**src/design/olir_pkg.sv**
```systemverilog
// Shared types and codes for the ordered list insert/remove block.
// No dependencies; used by the controller, the datapath and the top level.
`default_nettype none

package olir_pkg;

    localparam int unsigned OP_W     = 3;
    localparam int unsigned POS_W    = 5;
    localparam int unsigned VAL_W    = 32;
    localparam int unsigned OUT_CNT_W = 5;
    localparam int unsigned STAT_W   = 2;

    localparam logic [OP_W-1:0] OP_INS_FRONT = 3'd0;
    localparam logic [OP_W-1:0] OP_INS_BACK  = 3'd1;
    localparam logic [OP_W-1:0] OP_INS_AT    = 3'd2;
    localparam logic [OP_W-1:0] OP_REM_FRONT = 3'd3;
    localparam logic [OP_W-1:0] OP_REM_BACK  = 3'd4;
    localparam logic [OP_W-1:0] OP_REM_AT    = 3'd5;

    localparam logic [STAT_W-1:0] ST_DONE  = 2'd0;
    localparam logic [STAT_W-1:0] ST_FULL  = 2'd1;
    localparam logic [STAT_W-1:0] ST_EMPTY = 2'd2;
    localparam logic [STAT_W-1:0] ST_RANGE = 2'd3;

    typedef struct packed {
        logic [OP_W-1:0]         operation;
        logic [POS_W-1:0]        position;
        logic signed [VAL_W-1:0] value;
    } t_req;

    typedef struct packed {
        logic signed [VAL_W-1:0] removed_value;
        logic [OUT_CNT_W-1:0]    element_count;
        logic [STAT_W-1:0]       status;
    } t_rsp;

    typedef enum logic [1:0] {
        ACT_NONE = 2'd0,
        ACT_INS  = 2'd1,
        ACT_REM  = 2'd2
    } t_act;

    typedef enum logic [1:0] {
        SEL_FRONT = 2'd0,
        SEL_BACK  = 2'd1,
        SEL_POS   = 2'd2
    } t_sel;

    typedef struct packed {
        logic              load;
        t_act              act;
        t_sel              sel;
        logic [STAT_W-1:0] status;
    } t_cmd;

    typedef struct packed {
        logic full;
        logic empty;
        logic ins_pos_ok;
        logic rem_pos_ok;
    } t_stat;

endpackage

`default_nettype wire

```
**src/design/olir_stream_if.sv**
```systemverilog
// Valid/ready stream channel carrying one request or response payload.
// Depends on nothing; the payload type is given at instantiation.
`default_nettype none

interface olir_stream_if #(
    parameter type t_data = logic
);
    logic  valid;
    logic  ready;
    t_data payload;

    modport source (output valid, output payload, input ready);
    modport sink   (input valid, input payload, output ready);
endinterface

`default_nettype wire

```
**src/design/olir_ctrl.sv**
```systemverilog
// Controller for the ordered list: handshake state machine and operation decode.
// Depends on olir_pkg.
`default_nettype none

module olir_ctrl (
    input  wire logic                        i_clk,
    input  wire logic                        i_rst_n,
    input  wire logic                        i_req_valid,
    input  wire logic [olir_pkg::OP_W-1:0]   i_operation,
    input  wire logic                        i_rsp_ready,
    input  wire olir_pkg::t_stat             i_stat,
    output logic                             o_req_ready,
    output logic                             o_rsp_valid,
    output olir_pkg::t_cmd                   o_cmd
);

    typedef enum logic [1:0] {
        S_IDLE = 2'b01,
        S_SEND = 2'b10
    } t_state;

    t_state r_state;
    t_state n_state;
    logic   w_accept;

    assign o_rsp_valid = (r_state == S_SEND);
    assign o_req_ready = (r_state == S_IDLE) || i_rsp_ready;
    assign w_accept    = i_req_valid && o_req_ready;

    always_comb begin
        n_state = r_state;
        case (r_state)
            S_IDLE: begin
                if (w_accept) n_state = S_SEND;
            end
            S_SEND: begin
                if (w_accept) n_state = S_SEND;
                else if (i_rsp_ready) n_state = S_IDLE;
            end
            default: n_state = S_IDLE;
        endcase
    end

    always_ff @(posedge i_clk) begin
        if (!i_rst_n) begin
            r_state <= S_IDLE;
        end else begin
            r_state <= n_state;
        end
    end

    always_comb begin
        o_cmd.load   = w_accept;
        o_cmd.act    = olir_pkg::ACT_NONE;
        o_cmd.sel    = olir_pkg::SEL_FRONT;
        o_cmd.status = olir_pkg::ST_DONE;
        case (i_operation)
            olir_pkg::OP_INS_FRONT, olir_pkg::OP_INS_BACK, olir_pkg::OP_INS_AT: begin
                if (i_operation == olir_pkg::OP_INS_FRONT) o_cmd.sel = olir_pkg::SEL_FRONT;
                else if (i_operation == olir_pkg::OP_INS_BACK) o_cmd.sel = olir_pkg::SEL_BACK;
                else o_cmd.sel = olir_pkg::SEL_POS;
                if (i_stat.full) begin
                    o_cmd.status = olir_pkg::ST_FULL;
                end else if (i_operation == olir_pkg::OP_INS_AT && !i_stat.ins_pos_ok) begin
                    o_cmd.status = olir_pkg::ST_RANGE;
                end else begin
                    o_cmd.act = olir_pkg::ACT_INS;
                end
            end
            olir_pkg::OP_REM_FRONT, olir_pkg::OP_REM_BACK, olir_pkg::OP_REM_AT: begin
                if (i_operation == olir_pkg::OP_REM_FRONT) o_cmd.sel = olir_pkg::SEL_FRONT;
                else if (i_operation == olir_pkg::OP_REM_BACK) o_cmd.sel = olir_pkg::SEL_BACK;
                else o_cmd.sel = olir_pkg::SEL_POS;
                if (i_stat.empty) begin
                    o_cmd.status = olir_pkg::ST_EMPTY;
                end else if (i_operation == olir_pkg::OP_REM_AT && !i_stat.rem_pos_ok) begin
                    o_cmd.status = olir_pkg::ST_RANGE;
                end else begin
                    o_cmd.act = olir_pkg::ACT_REM;
                end
            end
            default: begin
                o_cmd.act = olir_pkg::ACT_NONE;
            end
        endcase
        if (!w_accept) o_cmd.act = olir_pkg::ACT_NONE;
    end

endmodule

`default_nettype wire

```
**src/design/olir_datapath.sv**
```systemverilog
// Datapath for the ordered list: row of element cells, count and response register.
// Depends on olir_pkg; driven by commands from olir_ctrl.
`default_nettype none

module olir_datapath #(
    parameter int CAPACITY = 16
) (
    input  wire logic                              i_clk,
    input  wire logic                              i_rst_n,
    input  wire olir_pkg::t_cmd                    i_cmd,
    input  wire logic [olir_pkg::POS_W-1:0]        i_position,
    input  wire logic signed [olir_pkg::VAL_W-1:0] i_value,
    output olir_pkg::t_stat                        o_stat,
    output olir_pkg::t_rsp                         o_rsp
);

    localparam int IW  = $clog2(CAPACITY);
    localparam int CW  = $clog2(CAPACITY + 1);
    localparam int PCW = (CW > olir_pkg::POS_W) ? CW : olir_pkg::POS_W;
    localparam int XW  = (CW > olir_pkg::OUT_CNT_W) ? CW : olir_pkg::OUT_CNT_W;

    logic signed [olir_pkg::VAL_W-1:0] r_cell [CAPACITY];
    logic signed [olir_pkg::VAL_W-1:0] n_cell [CAPACITY];
    logic [CW-1:0]                     r_count;
    logic [CW-1:0]                     n_count;
    olir_pkg::t_rsp                    r_rsp;
    olir_pkg::t_rsp                    n_rsp;
    logic [PCW-1:0]                    w_pos_ext;
    logic [PCW-1:0]                    w_cnt_ext;
    logic [CW-1:0]                     w_cnt_dec;
    logic [PCW-1:0]                    w_pos_idx;
    logic [IW-1:0]                     w_idx;
    logic [XW-1:0]                     w_cnt_out;

    assign w_pos_ext = PCW'(i_position);
    assign w_cnt_ext = PCW'(r_count);
    assign w_cnt_dec = r_count - CW'(1);
    assign w_pos_idx = w_pos_ext;

    assign o_stat.full       = (r_count == CW'(CAPACITY));
    assign o_stat.empty      = (r_count == '0);
    assign o_stat.ins_pos_ok = (w_pos_ext <= w_cnt_ext);
    assign o_stat.rem_pos_ok = (w_pos_ext < w_cnt_ext);

    always_comb begin
        case (i_cmd.sel)
            olir_pkg::SEL_FRONT: w_idx = '0;
            olir_pkg::SEL_BACK: begin
                if (i_cmd.act == olir_pkg::ACT_REM) w_idx = w_cnt_dec[IW-1:0];
                else w_idx = r_count[IW-1:0];
            end
            olir_pkg::SEL_POS: w_idx = w_pos_idx[IW-1:0];
            default: w_idx = '0;
        endcase
    end

    for (genvar g = 0; g < CAPACITY; g++) begin : g_cell
        localparam logic [IW-1:0] G_IDX = IW'(g);
        always_comb begin
            n_cell[g] = r_cell[g];
            if (i_cmd.act == olir_pkg::ACT_INS) begin
                if (w_idx == G_IDX) begin
                    n_cell[g] = i_value;
                end else if (w_idx < G_IDX) begin
                    if (g > 0) n_cell[g] = r_cell[(g > 0) ? g - 1 : 0];
                end
            end else if (i_cmd.act == olir_pkg::ACT_REM) begin
                if (w_idx <= G_IDX) begin
                    if (g < CAPACITY - 1) n_cell[g] = r_cell[(g < CAPACITY - 1) ? g + 1 : g];
                end
            end
        end

        always_ff @(posedge i_clk) begin
            if (i_cmd.act != olir_pkg::ACT_NONE) r_cell[g] <= n_cell[g];
        end
    end

    always_comb begin
        case (i_cmd.act)
            olir_pkg::ACT_INS: n_count = r_count + CW'(1);
            olir_pkg::ACT_REM: n_count = w_cnt_dec;
            default:           n_count = r_count;
        endcase
    end

    assign w_cnt_out = XW'(n_count);

    always_comb begin
        n_rsp.removed_value = '0;
        if (i_cmd.act == olir_pkg::ACT_REM) n_rsp.removed_value = r_cell[w_idx];
        n_rsp.element_count = w_cnt_out[olir_pkg::OUT_CNT_W-1:0];
        n_rsp.status        = i_cmd.status;
    end

    always_ff @(posedge i_clk) begin
        if (!i_rst_n) begin
            r_count <= '0;
        end else begin
            r_count <= n_count;
        end
    end

    always_ff @(posedge i_clk) begin
        if (i_cmd.load) r_rsp <= n_rsp;
    end

    assign o_rsp = r_rsp;

endmodule

`default_nettype wire

```
**src/design/ordered_list_insert_remove_core.sv**
```systemverilog
// Ordered list of signed 32-bit values with insert and remove at front, back or position.
// Requests arrive on i_req (operation, position, value); one response per request
// leaves on o_rsp (removed_value, element_count, status). Both are valid/ready
// channels; a transfer happens at a clock edge with valid and ready both high.
// Each accepted request is executed in the cycle it is accepted: all elements at or
// past the target shift one place in parallel through a row of register cells, and
// the response is captured in an output register and shown the next cycle.
// Throughput is one request per cycle while the receiver takes responses; a new request
// is taken in the same cycle the pending response leaves. When the receiver stalls, the
// held response stays stable and i_req.ready drops, so at most one response waits. Full,
// empty and out-of-range requests are answered with their status and leave the list
// unchanged.
// Synchronous active-low reset empties the list and drops any pending response;
// element contents are not cleared and are never read before being written.
// Depends on olir_pkg, olir_stream_if, olir_ctrl and olir_datapath.
`default_nettype none

module ordered_list_insert_remove_core #(
    parameter int CAPACITY = 16
) (
    input  wire logic          i_clk,
    input  wire logic          i_rst_n,
    olir_stream_if.sink        i_req,
    olir_stream_if.source      o_rsp
);

    olir_pkg::t_cmd  w_cmd;
    olir_pkg::t_stat w_stat;
    olir_pkg::t_req  w_req;

    assign w_req = i_req.payload;

    olir_ctrl u_ctrl (
        .i_clk       (i_clk),
        .i_rst_n     (i_rst_n),
        .i_req_valid (i_req.valid),
        .i_operation (w_req.operation),
        .i_rsp_ready (o_rsp.ready),
        .i_stat      (w_stat),
        .o_req_ready (i_req.ready),
        .o_rsp_valid (o_rsp.valid),
        .o_cmd       (w_cmd)
    );

    olir_datapath #(
        .CAPACITY (CAPACITY)
    ) u_datapath (
        .i_clk      (i_clk),
        .i_rst_n    (i_rst_n),
        .i_cmd      (w_cmd),
        .i_position (w_req.position),
        .i_value    (w_req.value),
        .o_stat     (w_stat),
        .o_rsp      (o_rsp.payload)
    );

endmodule

`default_nettype wire
```
**src/flat_wrapper.sv**
```systemverilog
// flat-port wrapper written by rule: the top's interface ports become plain ports
module ordered_list_insert_remove_core_flat 
#(
    parameter int CAPACITY = 16
)
  (i_clk, i_rst_n, i_req_valid, i_req_payload, i_req_ready, o_rsp_valid, o_rsp_payload, o_rsp_ready);
  olir_stream_if i_req_i ();
  olir_stream_if o_rsp_i ();
  input  wire logic i_clk;
  input  wire logic i_rst_n;
  input wire logic [$bits(i_req_i.valid)-1:0] i_req_valid;
  input wire logic [$bits(i_req_i.payload)-1:0] i_req_payload;
  output wire logic [$bits(i_req_i.ready)-1:0] i_req_ready;
  output wire logic [$bits(o_rsp_i.valid)-1:0] o_rsp_valid;
  output wire logic [$bits(o_rsp_i.payload)-1:0] o_rsp_payload;
  input wire logic [$bits(o_rsp_i.ready)-1:0] o_rsp_ready;
  assign i_req_i.valid = i_req_valid;
  assign i_req_i.payload = i_req_payload;
  assign i_req_ready = i_req_i.ready;
  assign o_rsp_valid = o_rsp_i.valid;
  assign o_rsp_payload = o_rsp_i.payload;
  assign o_rsp_i.ready = o_rsp_ready;
  ordered_list_insert_remove_core #(.CAPACITY(CAPACITY)) u_core (.i_clk(i_clk), .i_rst_n(i_rst_n), .i_req(i_req_i), .o_rsp(o_rsp_i));
endmodule
```
**config.mk**
```make
export PLATFORM = sky130hd
export DESIGN_NAME = ordered_list_insert_remove_core_flat
export DESIGN_NICKNAME = d
export VERILOG_FILES = /design/src/design/olir_pkg.sv /design/src/design/olir_stream_if.sv /design/src/design/olir_ctrl.sv /design/src/design/olir_datapath.sv /design/src/design/ordered_list_insert_remove_core.sv /design/src/flat_wrapper.sv
export SDC_FILE = /design/constraint.sdc
export NUM_CORES = 1
export LEC_CHECK = 0
export BUFFER_PORTS_ARGS = -buffer_cell sky130_fd_sc_hd__buf_2
export CELL_PAD_IN_SITES_DETAIL_PLACEMENT = 1
export CELL_PAD_IN_SITES_GLOBAL_PLACEMENT = 2
export CORE_MARGIN = 2
export CORE_UTILIZATION = 30
export DETAILED_ROUTE_END_ITERATION = 12
export PLACE_DENSITY = 0.78
export SLEW_MARGIN = 40
export SYNTH_ARGS = -nofsm -noshare
export SYNTH_HDL_FRONTEND = slang
export SYNTH_SLANG_ARGS = --single-unit
export TNS_END_PERCENT = 50
```
**constraint.sdc**
```tcl
create_clock -name i_clk -period 1.8 [get_ports i_clk]
set_input_delay 0 -clock i_clk [delete_from_list [all_inputs] [get_ports i_clk]]
set_output_delay 0 -clock i_clk [all_outputs]
set_load 0.01 [all_outputs]
```
### After elaboration in Yosys (flattened, before gate mapping)

Cells that the tools add are included.

* register bits after elaboration: 8
* input bits: 5
* word-level logic and storage cells: 24
* output and inout port bits: 3

* multiplexer cells: 8
* reductions and logical operators: 4
* eq/ne operators: 7
* $add $sub $neg: 2

Operators with widths (number)
* case mux 5 bit (2 select lines): 1
* 2-to-1 mux 2 bit: 4
* adder 5 x 1 -> 5 bit (second input constant): 1
* equality test 5 bit (second input constant): 1
* subtractor 5 x 1 -> 5 bit (second input constant): 1
* equality test 2 x 1 -> 1 bit (second input constant): 2
* equality test 2 bit (second input constant): 2
* case mux 2 bit (2 select lines): 1
* != test 3 x 1 -> 1 bit (second input constant): 1
* 2-to-1 mux 1 bit: 2
* != test 2 bit (second input constant): 1
* AND reduction 2 bit: 1
* nonzero test 2 bit: 1
* logical AND 1 bit: 1
* logical OR 1 bit: 1

### Longest topological paths before layout

* depth after elaboration: 6
* gate-level depth with buffers: 5

### Cells and area by module

Synthesis repeated with hierarchy kept, for this count alone.

* cells, all modules: 3177
* area, all modules: 32946.6 um^2

Modules (own cells, without submodules)
* olir_datapath: instances 1, cells an instance 3130, area each 32641.3 um^2, seq. area each 16646.0 um^2
* olir_ctrl: instances 1, cells an instance 46, area each 301.5 um^2, seq. area each 40.0 um^2
* ordered_list_insert_remove_core: instances 1, cells an instance 1, area each 3.8 um^2, seq. area each 0.0 um^2

### Least setup slack after synthesis

OpenSTA, ideal clock, no wires.

* path kind: register -> register
* start: register u_core.u_datapath.r_count[0]
* end: register u_core.u_datapath.r_count[2]
* buffers on the path: 0
* cell stages (with the launch flop): 6
* data required time: 1.730 ns
* slack: 0.416 ns
* arrival: 1.314 ns
* library setup time: 0.070 ns
* cells stage by stage: dfxtp_1 inv_1 ha_1 and4bb_2 or4_1 a21boi_1

RTL lines
* from (decl): line olir_datapath.sv:24 `logic [CW-1:0] r_count;`
* from (signal assigned): line olir_datapath.sv:100 `r_count <= n_count;`

### Worst setup path after layout

* start: register u_core.u_ctrl.r_state[1]
* end: register u_core.u_datapath.r_count[2]

* longest elaborated chain between the ends: 6
* elaborated cells on any way between the ends: 8

Ends and longest elaborated chain
* from (decl): line olir_ctrl.sv:22 `t_state r_state;`
* from (signal assigned): line olir_ctrl.sv:48 `r_state <= n_state;`
* equality test 2 x 1 -> 1 bit *: line olir_ctrl.sv:27 `assign o_req_ready = (r_state == S_IDLE) || i_rsp_ready;`
* logical OR 1 bit *: line olir_ctrl.sv:27
* logical AND 1 bit *: line olir_ctrl.sv:28 `assign w_accept = i_req_valid && o_req_ready;`
* 2-to-1 mux 2 bit *: line olir_ctrl.sv:86 `if (!w_accept) o_cmd.act = olir_pkg::ACT_NONE;`
* equality test 2 bit or equality test 2 x 1 -> 1 bit (tied branches): line olir_datapath.sv:80 `case (i_cmd.act)`
* case mux 5 bit (2 select lines) or nonzero test 2 bit (tied branches)

Mark *: on every way between the ends. The rest lies on a longest branch, timed or not.
A chain may end at the register's enable or synchronous reset.

==> summary.txt <==
Setup path
  • Crit end category: flip-flop
  • Startpoint types: flip-flop
  • Crit path kind: flip-flop to flip-flop
  • Crit Reg-Reg Endpoint: u_core.u_datapath.r_count[2]$_SDFFE_PN0P_
  • Reg2reg path depth: 5
  • Critical-path cell list: inv_1, ha_1, o21ai_2, or4_1, a21boi_1
  • Worst path arrival time: 1.74 ns
  • Worst path max stage delay: 0.50 ns
  • Slowest CP cell: or4_1
  • WP depth: 5
  • Critical path's top delay family: simple AND/OR/NAND/NOR gates
  • Req. time, crit path: 1.99 ns
  • CP Max Fanout: 8
  • Worst setup path startpoint: u_core.u_ctrl.r_state[1]$_SDFFE_PN0P_
  • Reg2reg setup slack: 0.25 ns
  • Crit path buffers/inverters: 1
  • CP endpoint: u_core.u_datapath.r_count[2]$_SDFFE_PN0P_
  • RR Startpoint: u_core.u_ctrl.r_state[1]$_SDFFE_PN0P_

Status
  • Status: complete, no violations

Routing
  • Drt wl/cell: 12.10 µm
  • DR vias: 391
  • DRT antenna net count: 0
  • DRC viols: 0
  • Drt first pass iters: 2
  • Via density: 5.078
  • DR iter-0 viols: 1
  • Routed wire length: 932 µm

Logic synthesis
  • Yosys top cell area share: 31.11%
  • Count of cell types in the netlist: 21
  • Largest area contributor in the netlist: dfxtp_1
  • Register area share after synthesis: 37.78%
  • Largest cells by area after synthesis: dfxtp_1 31%, ha_1 11%, a21boi_1 6.7%, edfxtp_1 6.7%, o21ai_0 5.6%
  • Ys Warns: 0
  • Post-Syn Area: 450.4 µm²
  • Syn_area_per_cell: 8.832 µm²
  • Register bit total from synthesis: 8
  • Syn_nets: 60
  • Synth Instances: 51

STA
  • Share of the clock period used by the worst path: 86.24%
  • Final setup violation count: 0
  • Rel. slew slack: 80.78%
  • Slew Viols, Final: 0
  • PnR worst setup slack: 0.2476 ns
  • Setup_tns: 0 ns
  • FMAX: 644.2 MHz
  • Clock Skew: 0.007045 ns
  • Post-layout min period: 1.552 ns
  • Hold Violations, Final: 0
  • Actual slew at the worst max-slew pin: 0.2870 ns
  • RSZ-0062 raised after global routing: no

Floorplan
  • Num ports: 8
  • # rows: 13
  • Initial Util: 33.36%
  • Die height: 42.75 µm
  • Core area: 0.001350 mm²
  • Die W: 42.75 µm
  • Die area: 0.001828 mm²

CTS
  • Clock Tree Root: clkbuf_4
  • Number of buffers created by CTS: 3
  • Worst-path clk slew: 0.06 ns
  • TritonCTS Sinks: 8
  • Setup Fix Bufs, Post-CTS: 0
  • H-tree lvl count: 1
  • CTS resizes: 0
  • Later-pin clock latency in the skew report: 0.26 ns
  • TritonCTS clock tree: yes
  • Hold_buf cts: 1
  • Clk buf depth: 2

Place
  • DP Worst Slack: 0.3066 ns
  • Placer Congestion: 0.7208
  • Post-DP Area: 499.2 µm²
  • Post-DP HPWL: 676.2 µm
  • PortBufs: 6

GRT
  • First-pass GRT wire length: 1649 µm
  • Total GRT Usage: 12.51%
  • Initial antenna violation count: 0
  • Largest net degree at the start of global routing: 9
  • Vias in the first global route: 372
  • Remaining Overflow, GRT: 0

Final layout
  • Layout area overhead: 18.89%
  • Share of layout cells above drive strength 1: 19.35%
  • Design area: 535.5 µm²
  • Nets: 72
  • # diodes: 0
  • Fillers: 170

Run
  • # Max-Cap Violations: 0

Power
  • Power per Cell Area: 971.6 mW/mm²
  • VDD IR max: 436.9 µV
  • Pleak: 0.2224 nW

Worst hold path
  • Worst min path class: primary input to flip-flop
[through the flow]
stage	std cells	utilization, %	power [mW]	hold slack, ns
2_1_floorplan	51	-	0.3288	0.07999
3_3_place_gp	72	36.98	0.3701	0.2733
3_5_place_dp	72	36.98	0.3690	0.2786
4_1_cts	77	39.67	0.5326	0.1168
5_1_grt	77	39.67	0.5649	0.1361
6_report	77	39.67	0.5203	0.1210
[cell usage after synthesis]
cell type and number:
o21ai_1 1, o21ai_2 1, o211ai_1 1, mux2i_1 1, and4bb_2 1, nand2_1 4, ha_1 4, or2_2 1
inv_1 6, nor2_1 2, o21a_1 1, edfxtp_1 1, or3_1 3, o21ai_0 5, a21boi_1 4, o311a_1 1
or4_1 1, nor3b_1 1, a21oi_1 2, dfxtp_1 7, nor2b_1 3
[registers in the layout, indices dropped and copies added, names as in the netlist]
| signal | count |
|---|---|
| u_core.u_ctrl.r_state | 2 |
| u_core.u_datapath.o_rsp | 1 |
| u_core.u_datapath.r_count | 5 |
[routing by layer]
metal / part of all wire (%) / vias to the layer above / track usage, %
li1: - / 199 / -
met1: 50 / 186 / 14.69
met2: 45 / 6 / 18.79
met3: 5.0 / 0 / 7.660
met4: 0 / 0 / 3.750
met5: 0 / - / 0
[where the power goes]
group / switching, mW / internal, mW / total [mW]
logic: 0.0822 / 0.0680 / 0.150
registers: 0.0136 / 0.202 / 0.216
clock network: 0.0692 / 0.0853 / 0.155
total: 0.165 / 0.355 / 0.520
[cell usage in the layout (no fill, tap or decap), drive strengths merged]
cell type and instances:
or2 1, dlygate4sd3 1, or3 3, nand2 4, and4bb 1, or4 1
o311a 1, nor2 2, a21oi 2, mux2i 1, o211ai 1, buf 6
inv 6, ha 4, nor3b 1, a21boi 4, o21a 1, o21ai 7
clkbuf 4, edfxtp 1, dfxtp 7, nor2b 3
[cell type report]
cell class                      count  area (µm²)  share of cell area [%]
Sequential cell                     8       170.2                   31.78
Inverter                            6       22.52                   4.206
Timing Repair Buffer                7       40.04                   7.477
Multi-Input combinational cell     37       257.7                   48.13
Tap cell                           15       18.77                   3.505
Clock buffer                        4       26.28                   4.907
[how the worst min path moves through the flow]
| stage | from | end | cells after the start |
|---|---|---|---|
| after floorplan | i_rst_n | u_core.u_ctrl.r_state[0]$_SDFFE_PN1P_ | 1 |
| after global placement | i_rst_n | u_core.u_ctrl.r_state[0]$_SDFFE_PN1P_ | 2 |
| after detailed placement | i_rst_n | u_core.u_ctrl.r_state[0]$_SDFFE_PN1P_ | 2 |
| after CTS | i_req_valid | u_core.u_ctrl.r_state[0]$_SDFFE_PN1P_ | 3 |
| after global routing | i_req_valid | u_core.u_ctrl.r_state[0]$_SDFFE_PN1P_ | 3 |
| final | i_req_valid | u_core.u_ctrl.r_state[0]$_SDFFE_PN1P_ | 3 |
[kinds of logic (layout without fill, tap and decap cells)]
logic type / after synthesis / in the layout / synth area share [%]
buf+inv: 6 / 17 / 5.000
fa+ha+maj: 4 / 4 / 11.11
flops: 8 / 8 / 37.78
simple gates: 16 / 16 / 20.84
compound gates: 16 / 16 / 23.06
mux: 1 / 1 / 2.222
[worst reg2reg max path, delay by kind of cell (launching register included)]
| kind | cells | cell delay (ns) |
|---|---|---|
| buf+inv | 1 | 0.07 |
| compound gates | 2 | 0.30 |
| simple gates | 1 | 0.50 |
| fa+ha+maj | 1 | 0.30 |
| flops | 1 | 0.31 |
Note: power is estimated with default switching activity, not from simulation.
